### config.mk
export PLATFORM = sky130hd
export DESIGN_NAME = gmps_alu
export DESIGN_NICKNAME = d
export VERILOG_FILES = /design/src/rtl/gmps_pkg.sv /design/src/rtl/gmps_alu.sv
export SDC_FILE = /design/constraint.sdc
export NUM_CORES = 1
export LEC_CHECK = 0
export BUFFER_PORTS_ARGS = -buffer_cell sky130_fd_sc_hd__buf_2
export CAP_MARGIN = 5
export CORE_MARGIN = 5
export CORE_UTILIZATION = 59
export DETAILED_ROUTE_END_ITERATION = 8
export PLACE_DENSITY_LB_ADDON = 0.05
export SLEW_MARGIN = 10
export SYNTH_ARGS = -nofsm -noshare
export SYNTH_HDL_FRONTEND = slang
export SYNTH_SLANG_ARGS = --single-unit
### constraint.sdc
create_clock -name vclk -period 8.7
set_clock_uncertainty 0.2 [all_clocks]
set_input_delay 1.305 -clock vclk [all_inputs]
set_output_delay 1.305 -clock vclk [all_outputs]
set_load 0.05 [all_outputs]
### src/rtl/gmps_pkg.sv
// Shared types and constants of the grid maximum path sum block.
// No dependencies.
`default_nettype none

package gmps_pkg;

    localparam int VALUE_W    = 16;
    localparam int SUM_W      = 21;
    localparam int COORD_W    = 4;
    localparam int CFG_W      = 5;
    localparam int OUT_DATA_W = 48;
    localparam int OP_W       = SUM_W + 1;

    localparam logic [SUM_W-1:0] SUM_MAX = {SUM_W{1'b1}};

    // register indexes of the configuration port
    localparam logic REG_ROWS = 1'b0;
    localparam logic REG_COLS = 1'b1;

    typedef enum logic [1:0] {
        ALU_MAXADD,
        ALU_ADDEQ,
        ALU_SUBGE
    } alu_op_t;

    typedef struct packed {
        alu_op_t         op;
        logic [OP_W-1:0] a;
        logic [OP_W-1:0] b;
        logic [OP_W-1:0] c;
    } alu_req_t;

    typedef struct packed {
        logic [OP_W-1:0] res;
        logic            flag;
    } alu_rsp_t;

endpackage

`default_nettype wire

### src/rtl/gmps_alu.sv
// Shared arithmetic unit: saturating max-plus-add, add-and-compare, compare-and-subtract.
// Depends on gmps_pkg.
`default_nettype none

module gmps_alu (
    input  gmps_pkg::alu_req_t req,
    output gmps_pkg::alu_rsp_t rsp
);

    logic [gmps_pkg::OP_W-1:0] larger;
    logic [gmps_pkg::OP_W:0]   sum_wide;
    logic [gmps_pkg::OP_W:0]   chk_wide;

    always_comb
    begin
        larger   = (req.a > req.b) ? req.a : req.b;
        sum_wide = {1'b0, larger} + {1'b0, req.c};
        chk_wide = {1'b0, req.a} + {1'b0, req.c};
        rsp      = '0;
        case (req.op)
            gmps_pkg::ALU_MAXADD:
            begin
                // clamp to the widest representable path sum
                if (sum_wide > (gmps_pkg::OP_W + 1)'(gmps_pkg::SUM_MAX))
                    rsp.res = gmps_pkg::OP_W'(gmps_pkg::SUM_MAX);
                else
                    rsp.res = sum_wide[gmps_pkg::OP_W-1:0];
            end
            gmps_pkg::ALU_ADDEQ:
            begin
                rsp.flag = (chk_wide == {1'b0, req.b});
            end
            gmps_pkg::ALU_SUBGE:
            begin
                rsp.flag = (req.a >= req.b);
                rsp.res  = req.a - req.b;
            end
            default:
            begin
                rsp = '0;
            end
        endcase
    end

endmodule

`default_nettype wire

# After elaboration in Yosys (flattened, before gate mapping)
# Index checks and enable logic that the tools add are counted.
[totals]
register_bits = 0
in_bits = 68
output_inout_bits = 23
[op_classes]
addsub = 3
magnitude_cmp = 3
n_eq_ne = 3
muxes = 4
reduce_logical = 1
[ops]
columns = ["op", "count"]
rows = [
  ["22-bit by 22-bit adder with 23-bit output", 2],
  ["22-bit two-way mux", 2],
  ["22-bit case mux with 2 select lines", 1],
  ["23-bit by 22-bit == test with 1-bit output", 1],
  ["23-bit by 21-bit > comparator with 1-bit output, second input constant", 1],
  ["22-bit >= comparator", 1],
  ["22-bit > comparator", 1],
  ["22-bit subtractor", 1],
  ["2-bit by 1-bit == test with 1-bit output, second input constant", 1],
  ["2-bit == test, second input constant", 1],
  ["2-bit logical NOT", 1],
  ["1-bit case mux with 2 select lines", 1],
]

# Longest topological paths before layout
# Gate-level depths: netlist of run 1.
[depth]
depth_word = 6
depth_mapped = 25
mapped_depth_nobuf = 23

# Worst setup path after synthesis of run 1
# No wires, ideal clock.
[synth_timing]
path_type = "input port to output port"
startpoint = "in req[44] (netlist name)"
endpoint = "out rsp[5] (netlist name)"
arrival_time_ps = 6148
t_required_ps = 7195
slack_ps = 1047
stages = 24
n_path_buf = 1
path_cell_list = "inv_1 ha_1 inv_1 fa_1 a211oi_2 o21bai_1 a21oi_2 o31ai_4 a211oi_2 a211oi_2 o21ai_4 buf_6 mux2_1 ha_1 inv_1 fa_1 nand2b_1 a21oi_1 o211ai_1 a21oi_1 a311oi_1 o2111ai_1 o21ai_0 a21oi_1"
[synth_rtl]
columns = ["element", "line_no", "rtl"]
rows = [
  ["start, declared", "gmps_alu.sv:6", "input gmps_pkg::alu_req_t req,"],
  ["end, declared", "gmps_alu.sv:7", "output gmps_pkg::alu_rsp_t rsp"],
]

==> run_results.csv, run 1 <==
group,metric,value,unit
worst_hold_path,holdCritPathClass,"input pin to output port",
global_route,grt.total_usage,29.72,%
global_route,gr-total-overflow,0,
global_route,antenna_found_initial,0,
yosys,yosysTopAreaCellShare,20.89,%
yosys,ys_seq_area_share,0,%
sta,setup_slack,466.6,ps
yosys,synthCells,578,
cells_and_area,multiInputGateArea,4099,um2
sta,setup_viol,0,
route,ant_nets,0,
yosys,synth-xor-area-share,12.79,%
critical_path,critPathMaxStageDelay,470,ps
critical_path,path_buf_inv,5,
global_route,grt_max_degree,29,
sta,fin_crit,8233,ps
placed_design,io_buffers,91,
cells_and_area,seq_cell_count,0,
sta,tns,0,ps
cells_and_area,fillers,672,
route,drt_iter0_drc,324,
yosys,synth-compound-area-share,35.13,%
critical_path,required,7190,ps
sta,hold_violations,0,
floorplanning,boundaryPins,91,
critical_path,crit_slowest_cell,"a311oi_1",
placed_design,place.gp.congestion,1.005,
yosys,ys_types,68,
cells_and_area,clkbuf_count,0,
sta,rsz0062_at_grt,"no",
pwr,p_per_area,112.6,nW/um2
yosys,synthMuxAreaShare,8.152,%
floorplanning,start_util,60.10,%
placed_design,dp_slack,224.4,ps
floorplanning,rows,31,
cells_and_area,drive_gt1_share,17.65,%
pwr,p_leak,2.357,nW
sta,period_share,94.64,%
critical_path,crit_path_end_kind,"output port",
yosys,synth_fp_nets,721,
sta,worst_pin_slew,1070,ps
critical_path,startpoint_type,"input pin",
cells_and_area,ff_latch_area,0,um2
yosys,yosysMostFrequentCell,"ha_1",
route,dr.pass1.iters,5,
yosys,yosys_warnings,0,
floorplanning,dieWidth,95.50,um
yosys,synth_commonest_cells,"72 x ha_1, 51 x a21oi_1, 48 x xnor2_1",
yosys,yosys.area.top_type,"ha_1",
sta,drv_slew,0,
clock_tree,hold_buffers,0,
critical_path,worstSetupPathType,"input pin to output port",
floorplanning,die-area,9120,um2
yosys,synth_top_family_by_area,"compound AO/OA/AOI/OAI gates",
route,drc,0,
route,wl,14200,um
yosys,syn_area_per_cell,7.462,um2
cells_and_area,n_antenna_cell,0,
global_route,first_global_vias,4458,
route,wire_per_inst,18.63,um
pwr,ir_worst_vdd,0.07695,mV
sta,relSlewSlack,28.66,%
route,routed-via-count,4862,
yosys,yosys.area_share.simple,16.51,%
yosys,yosys-top-cells-area,"ha_1 21%, xnor2_1 9.7%, a21oi_1 5.9%",
global_route,grt_pass1_wl,21660,um
floorplanning,core,7176,um2
cells_and_area,syn_to_final_growth,13.46,%
critical_path,cpMostUsedCell,"a211oi_2",
status,run_status,"finished, final reports clean",
yosys,netlist_area,4313,um2
cells_and_area,fin_nets,808,
yosys,synthAdderAreaFrac,22.28,%
job,drv_cap,0,
sta,fmax,121.5,MHz
critical_path,crit_family,"compound AO/OA/AOI/OAI gates",
critical_path,critPathMaxFanout,20,
route,vias_per_cell,6.381,
critical_path,crit_chain,"buf_2, inv_1, ha_1, inv_1, fa_1, a211oi_2, o21bai_1, a21oi_2, o31ai_4, a211oi_2, a211oi_2, o21ai_4, buf_12, mux2_1, ha_1, a21oi_1, nand2_1, o211ai_1, a21oi_1, a311oi_1, o2111ai_1, o211a_4, a221o_1, buf_2",
critical_path,arrival,6730,ps
floorplanning,dieHeight,95.50,um
placed_design,dp_hpwl,12070,um
-- logic make-up (layout without fill, tap and decap cells) --
| group | after synthesis | count (layout) |
|---|---|---|
| buffers and inverters | 54 | 139 |
| AO/OA/AOI/OAI | 208 | 208 |
| AND/OR/NAND/NOR | 146 | 146 |
| multiplexers | 32 | 32 |
| adder cells (fa/ha/maj) | 75 | 75 |
| XOR/XNOR | 63 | 63 |
-- cell type report --
cell class / count / area share, %
inverter: 42 / 3.222
tap: 99 / 2.531
multi-input combinational: 524 / 83.76
timing repair buffer: 97 / 10.48
-- layout by cell type, fill, tap and decap left out, drive strengths merged, types with 3 or more instances in the layout --
cell,count
buf,97
ha,72
a21oi,53
xnor2,48
nor2,43
inv,42
nand2,39
o21ai,37
mux2,25
a21o,21
a221o,19
xor2,15
nand4,13
a211oi,13
nand2b,12
o21bai,9
nor3,8
mux2i,7
and3,7
a41oi,6
o211ai,6
nor2b,5
o31ai,5
nor4,4
a31oi,4
and2,4
a211o,3
o21a,3
fa,3
-- metrics by stage --
step | total power, W | hold slack (ps) | instances | cell area (um2) | util, %
after detailed placement | 0.0005345 | 2994 | 759 | 4851 | 67.60
after global routing | 0.0005919 | 3035 | 762 | 4893 | 68.20
final | 0.0005508 | 2993 | 762 | 4893 | 68.20
after floorplan | 0.0004085 | 2864 | 578 | 4313 | -
after global placement | 0.0005282 | 2974 | 759 | 4851 | 67.60
after CTS | 0.0005378 | 2995 | 759 | 4851 | 67.60
-- timing repair --
action	4_1_cts	5_1_grt
buffers inserted	0	3
endpoints found under the setup margin	0	20
resized for setup	0	2
-- final timing paths --
check	cells after the start	endpoint	start	slack, ps
worst max-delay path	24	rsp[19]	req[44]	470
worst min-delay path	5	rsp[0]	req[29]	2990
-- layer usage --
| layer | wire (um) | part of all wire, % | GRT usage, % |
|---|---|---|---|
| met5 | 0 | 0 | 0 |
| met4 | 327 | 2.3 | 7.227 |
| met3 | 971 | 6.8 | 3.236 |
| met2 | 6486 | 46 | 49.04 |
| met1 | 6411 | 45 | 41.17 |
-- where the power goes --
group	internal, W	switching (W)
clock	0	0
sequential	0	0
combinational	0.000212	0.000339
No activity file was read; power rests on OpenSTA's default activity.
==> run 2, diff against run 1 <==
--- a/config.mk
+++ b/config.mk
@@ -11,6 +11,7 @@
 export CORE_UTILIZATION = 59
 export DETAILED_ROUTE_END_ITERATION = 8
 export PLACE_DENSITY_LB_ADDON = 0.05
+export RECOVER_POWER = 100
 export SLEW_MARGIN = 10
 export SYNTH_ARGS = -nofsm -noshare
 export SYNTH_HDL_FRONTEND = slang
==> run 2 against run 1 <==
Hold slack hardly changed. Cell count stayed put. Maximum frequency is 0.90% lower. Setup slack worse by 75 ps. First-iteration DRC count is 2.2% higher. Core utilization is 0.12 points lower. Critical path depth stayed put. Count of clock-buffer cells in the layout stayed put. Global-route usage stayed put. Critical endpoint is now rsp[14]. Largest power group unchanged.
==> run_results.csv, run 2 (synthesized netlist as in run 1, its figures left out) <==
group,metric,value,unit
worst_hold_path,holdCritPathClass,"input pin to output port",
route,drc,0,
sta,hold_violations,0,
route,wire_per_inst,18.58,um
floorplanning,dieHeight,95.50,um
floorplanning,rows,31,
floorplanning,start_util,60.10,%
route,dr_wl_met3,893,um
critical_path,arrival,6800,ps
floorplanning,core,7176,um2
placed_design,place.gp.congestion,1.005,
placed_design,post_dp_cell_area,4851,um2
sta,relSlewSlack,30.46,%
route,drt_iter0_drc,331,
cells_and_area,seq_cell_count,0,
critical_path,worstSetupPathType,"input pin to output port",
global_route,grt.total_usage,29.72,%
placed_design,io_buffers,91,
sta,setup_viol,0,
global_route,first_global_vias,4458,
floorplanning,dieWidth,95.50,um
critical_path,cp-startpoint,"req[44]",
sta,drv_slew,0,
clock_tree,hold_buffers,0,
global_route,antenna_found_initial,0,
sta,rsz0062_at_grt,"no",
job,drv_cap,0,
cells_and_area,fin_nets,808,
critical_path,required,7190,ps
sta,period_share,95.50,%
cells_and_area,n_antenna_cell,0,
critical_path,crit_path_end,"rsp[14]",
placed_design,dp_hpwl,12070,um
cells_and_area,multiInputGateArea,4091,um2
cells_and_area,layout_commonest_cell,"buf_2",
route,vias_per_cell,6.377,
route,route.met2.wl,6495,um
cells_and_area,syn_to_final_growth,13.26,%
status,run_status,"finished, final reports clean",
route,drt-met1-wl,6466,um
cells_and_area,final_cell_mix,"85 x buf_2, 72 x ha_1, 51 x a21oi_1",
floorplanning,boundaryPins,91,
cells_and_area,final_area,4885,um2
cells_and_area,ff_latch_area,0,um2
cells_and_area,fillers,671,
sta,whs,2993,ps
pwr,p_per_area,112.5,nW/um2
cells_and_area,clkbuf_count,0,
sta,worst_pin_slew,1043,ps
cells_and_area,drive_gt1_share,17.50,%
route,dr.pass1.iters,4,
critical_path,critPathMaxFanout,20,
sta,tns,0,ps
sta,fin_crit,8309,ps
critical_path,startpoint_type,"input pin",
route,routed-via-count,4859,
route,wl,14160,um
global_route,gr-total-overflow,0,
critical_path,crit_path_end_kind,"output port",
route,top_layer_used,"met4",
global_route,grt_max_degree,29,
global_route,grt_pass1_wl,21660,um
sta,fmax,120.4,MHz
pwr,ir_worst_vdd,0.07736,mV
pwr,p_leak,2.351,nW
floorplanning,die-area,9120,um2
route,ant_nets,0,
==> run 2: cell types whose count changed in the layout (fill, tap and decap cells not counted), sizes merged <==
cell,change
buf,-6
clkbuf,+6
==> run 2: metrics by stage <==
stage	cells	power, W	util, %	setup WS (ps)
2_1_floorplan	578	0.0004085	-	1047
3_3_place_gp	759	0.0005282	67.60	397.8
3_5_place_dp	759	0.0005345	67.60	224.4
4_1_cts	759	0.0005378	67.60	152.9
5_1_grt	762	0.0005908	68.07	83.79
6_report	762	0.0005494	68.07	391.4
==> run 2: cell type report <==
type,instances,area share (%)
multi-input combinational,524,83.76
timing repair buffer,97,10.48
inverter,42,3.227
tap,99,2.536
==> run 2: worst min-delay path by stage <==
| stage | cells after the start | slack, ps | startpoint | to |
|---|---|---|---|---|
| floorplan | 3 | 2860 | req[29] | rsp[0] |
| global placement | 5 | 2970 | req[29] | rsp[0] |
| detailed placement | 5 | 2990 | req[29] | rsp[0] |
| CTS | 5 | 3000 | req[29] | rsp[0] |
| global route | 5 | 3040 | req[29] | rsp[0] |
| finish | 5 | 2990 | req[29] | rsp[0] |
==> run 2: routing by layer <==
metal | GRT usage [%] | up-vias
met1 | 41.17 | 2266
met2 | 49.04 | 190
li1 | - | 2376
met4 | 7.227 | 0
met3 | 3.236 | 27
met5 | 0 | -
==> run 2: where the power goes <==
group / switching, W / total [W] / internal (W)
Sequential: 0 / 0 / 0
Combinational: 0.000339 / 0.000549 / 0.000211
Clock: 0 / 0 / 0
==> run 2: what timing repair did <==
action | in CTS | in global routing
endpoints found under the setup margin | 0 | 20
setup buffers | 0 | 3
gates resized for setup | 0 | 2
==> run 2: worst max-delay path: stages <==
cell and delay (ps):
buf_2 110, inv_1 50, ha_1 140, inv_1 50, fa_1 450, a211oi_2 240
o21bai_1 110, a21oi_2 280, o31ai_4 120, a211oi_2 340, a211oi_2 160, o21ai_4 190
buf_12 160, mux2_1 350, ha_1 340, a21oi_1 280, nand2_1 90, o211ai_1 220
a21oi_1 160, a311oi_1 480, o2111ai_1 180, o211a_2 440, a221o_1 310, clkbuf_2 240
==> run 3, diff against run 2 <==
--- a/config.mk
+++ b/config.mk
@@ -7,8 +7,10 @@
 export LEC_CHECK = 0
 export BUFFER_PORTS_ARGS = -buffer_cell sky130_fd_sc_hd__buf_2
 export CAP_MARGIN = 5
+export CELL_PAD_IN_SITES_DETAIL_PLACEMENT = 0
+export CELL_PAD_IN_SITES_GLOBAL_PLACEMENT = 2
 export CORE_MARGIN = 5
-export CORE_UTILIZATION = 59
+export CORE_UTILIZATION = 33
 export DETAILED_ROUTE_END_ITERATION = 8
 export PLACE_DENSITY_LB_ADDON = 0.05
 export RECOVER_POWER = 100
==> run 3 against run 2 <==
Core utilization fell by 29 points. Critical endpoint is now rsp[9]. Flip-flop and latch count unchanged. Maximum frequency decreased by 0.46%.
==> run_results.csv, run 3 (synthesized netlist as in run 1, its figures left out) <==
group,metric,value,unit
placed_design,post_dp_cell_area,4950,um2
cells_and_area,fillers,1413,
critical_path,required,7190,ps
critical_path,path_buf_inv,6,
placed_design,dp_hpwl,14450,um
sta,drv_slew,0,
floorplanning,start_util,33.90,%
cells_and_area,seq_cell_count,0,
route,wire_per_inst,19.91,um
floorplanning,dieWidth,124.3,um
critical_path,worstSetupPathType,"input pin to output port",
critical_path,arrival,6840,ps
pwr,p_leak,2.348,nW
route,wl,16620,um
cells_and_area,ff_latch_area,0,um2
cells_and_area,final_cell_mix,"73 x buf_2, 72 x ha_1, 50 x a21oi_1",
route,dr.pass1.iters,5,
critical_path,crit_slowest_cell,"fa_1",
placed_design,io_buffers,91,
pwr,power.total,0.0005616,W
sta,period_share,95.94,%
pwr,pwr-share-seq,0,%
cells_and_area,syn_to_final_growth,15.49,%
global_route,gr-total-overflow,0,
sta,relSlewSlack,29.36,%
pwr,ir_worst_vdd,0.04863,mV
critical_path,startpoint_type,"input pin",
cells_and_area,drive_gt1_share,17.80,%
critical_path,critPathMaxFanout,20,
cells_and_area,final_area,4981,um2
route,vias_per_cell,5.683,
placed_design,place.gp.congestion,0.8721,
route,drc,0,
route,ant_nets,0,
sta,fmax,119.8,MHz
cells_and_area,n_antenna_cell,0,
status,run_status,"finished, final reports clean",
sta,hold_violations,0,
global_route,grt.total_usage,20.03,%
pwr,p_per_area,112.8,nW/um2
sta,worst_pin_slew,1060,ps
route,routed-via-count,4745,
cells_and_area,clkbuf_count,0,
sta,tns,0,ps
cells_and_area,layout_commonest_cell,"buf_2",
pwr,p_sw,0.0003511,W
job,drv_cap,0,
pwr,p_comb_share,100.0,%
pwr,p_int,0.0002105,W
sta,setup_viol,0,
critical_path,crit_path_end_kind,"output port",
floorplanning,die-area,15460,um2
global_route,first_global_vias,4570,
global_route,antenna_found_initial,0,
worst_hold_path,holdCritPathClass,"input pin to output port",
floorplanning,dieHeight,124.3,um
pwr,p_clk_share,0,%
global_route,grt_pass1_wl,25470,um
critical_path,crit_family,"compound AO/OA/AOI/OAI gates",
floorplanning,boundaryPins,91,
floorplanning,core,12720,um2
sta,rsz0062_at_grt,"no",
cells_and_area,finish.utilization,39.15,%
route,drt_iter0_drc,338,
sta,fin_crit,8347,ps
critical_path,cpMostUsedCell,"a211oi_2",
critical_path,crit_chain,"buf_2, inv_1, ha_1, inv_1, fa_1, a211oi_2, o21bai_1, a21oi_2, o31ai_4, a211oi_2, a211oi_2, o21ai_4, buf_4, buf_4, mux2_1, ha_1, a21o_1, a21oi_1, nand2_1, a311oi_2, o2111ai_1, o211a_4, a221o_1, clkbuf_2",
pwr,swShare,62.52,%
cells_and_area,fin_nets,808,
global_route,grt_max_degree,29,
floorplanning,rows,41,
critical_path,critPathMaxStageDelay,430,ps
[run 3: routing by layer]
metal / GRT usage, % / up-vias / share of wire, %
met5: 0 / - / 0
met4: 0.7737 / 0 / 0.29
met3: 1.072 / 4 / 4.1
met2: 34.13 / 148 / 47
met1: 29.25 / 2226 / 49
li1: - / 2367 / -
[run 3: path summary, 6_finish.rpt]
kind / startpoint / end / cells after the start
hold / removal: req[29] / rsp[0] / 5
setup / recovery: req[44] / rsp[9] / 24
[run 3: through the flow]
step / hold WS, ps / instances / worst slack (ps)
floorplan: 2864 / 578 / 1047
global placement: 2998 / 833 / 123.6
CTS: 3028 / 833 / 1.483
finish: 3036 / 835 / 353.4
detailed placement: 3021 / 833 / 46.14
global route: 3062 / 835 / 64.16
[run 3: cell type report]
type | count | area (um2) | share of cell area (%)
multi-input cells | 524 | 4109 | 82.49
repair buffers | 97 | 499.2 | 10.02
well taps | 172 | 215.2 | 4.321
inverters | 42 | 157.7 | 3.165
[run 3: repair_timing]
action | 4_1_cts | 5_1_grt
endpoints found under the setup margin | 0 | 20
hold buffers | 0 | 0
setup buffers | 0 | 2
gates resized for setup | 0 | 4
[run 3: power groups by stage]
stage | combinational [W] | sequential (W) | clock [W]
3_5_place_dp | 0.000553 | 0 | 0
4_1_cts | 0.000557 | 0 | 0
5_1_grt | 0.000606 | 0 | 0
2_1_floorplan | 0.000409 | 0 | 0
6_report | 0.000562 | 0 | 0
3_3_place_gp | 0.000558 | 0 | 0
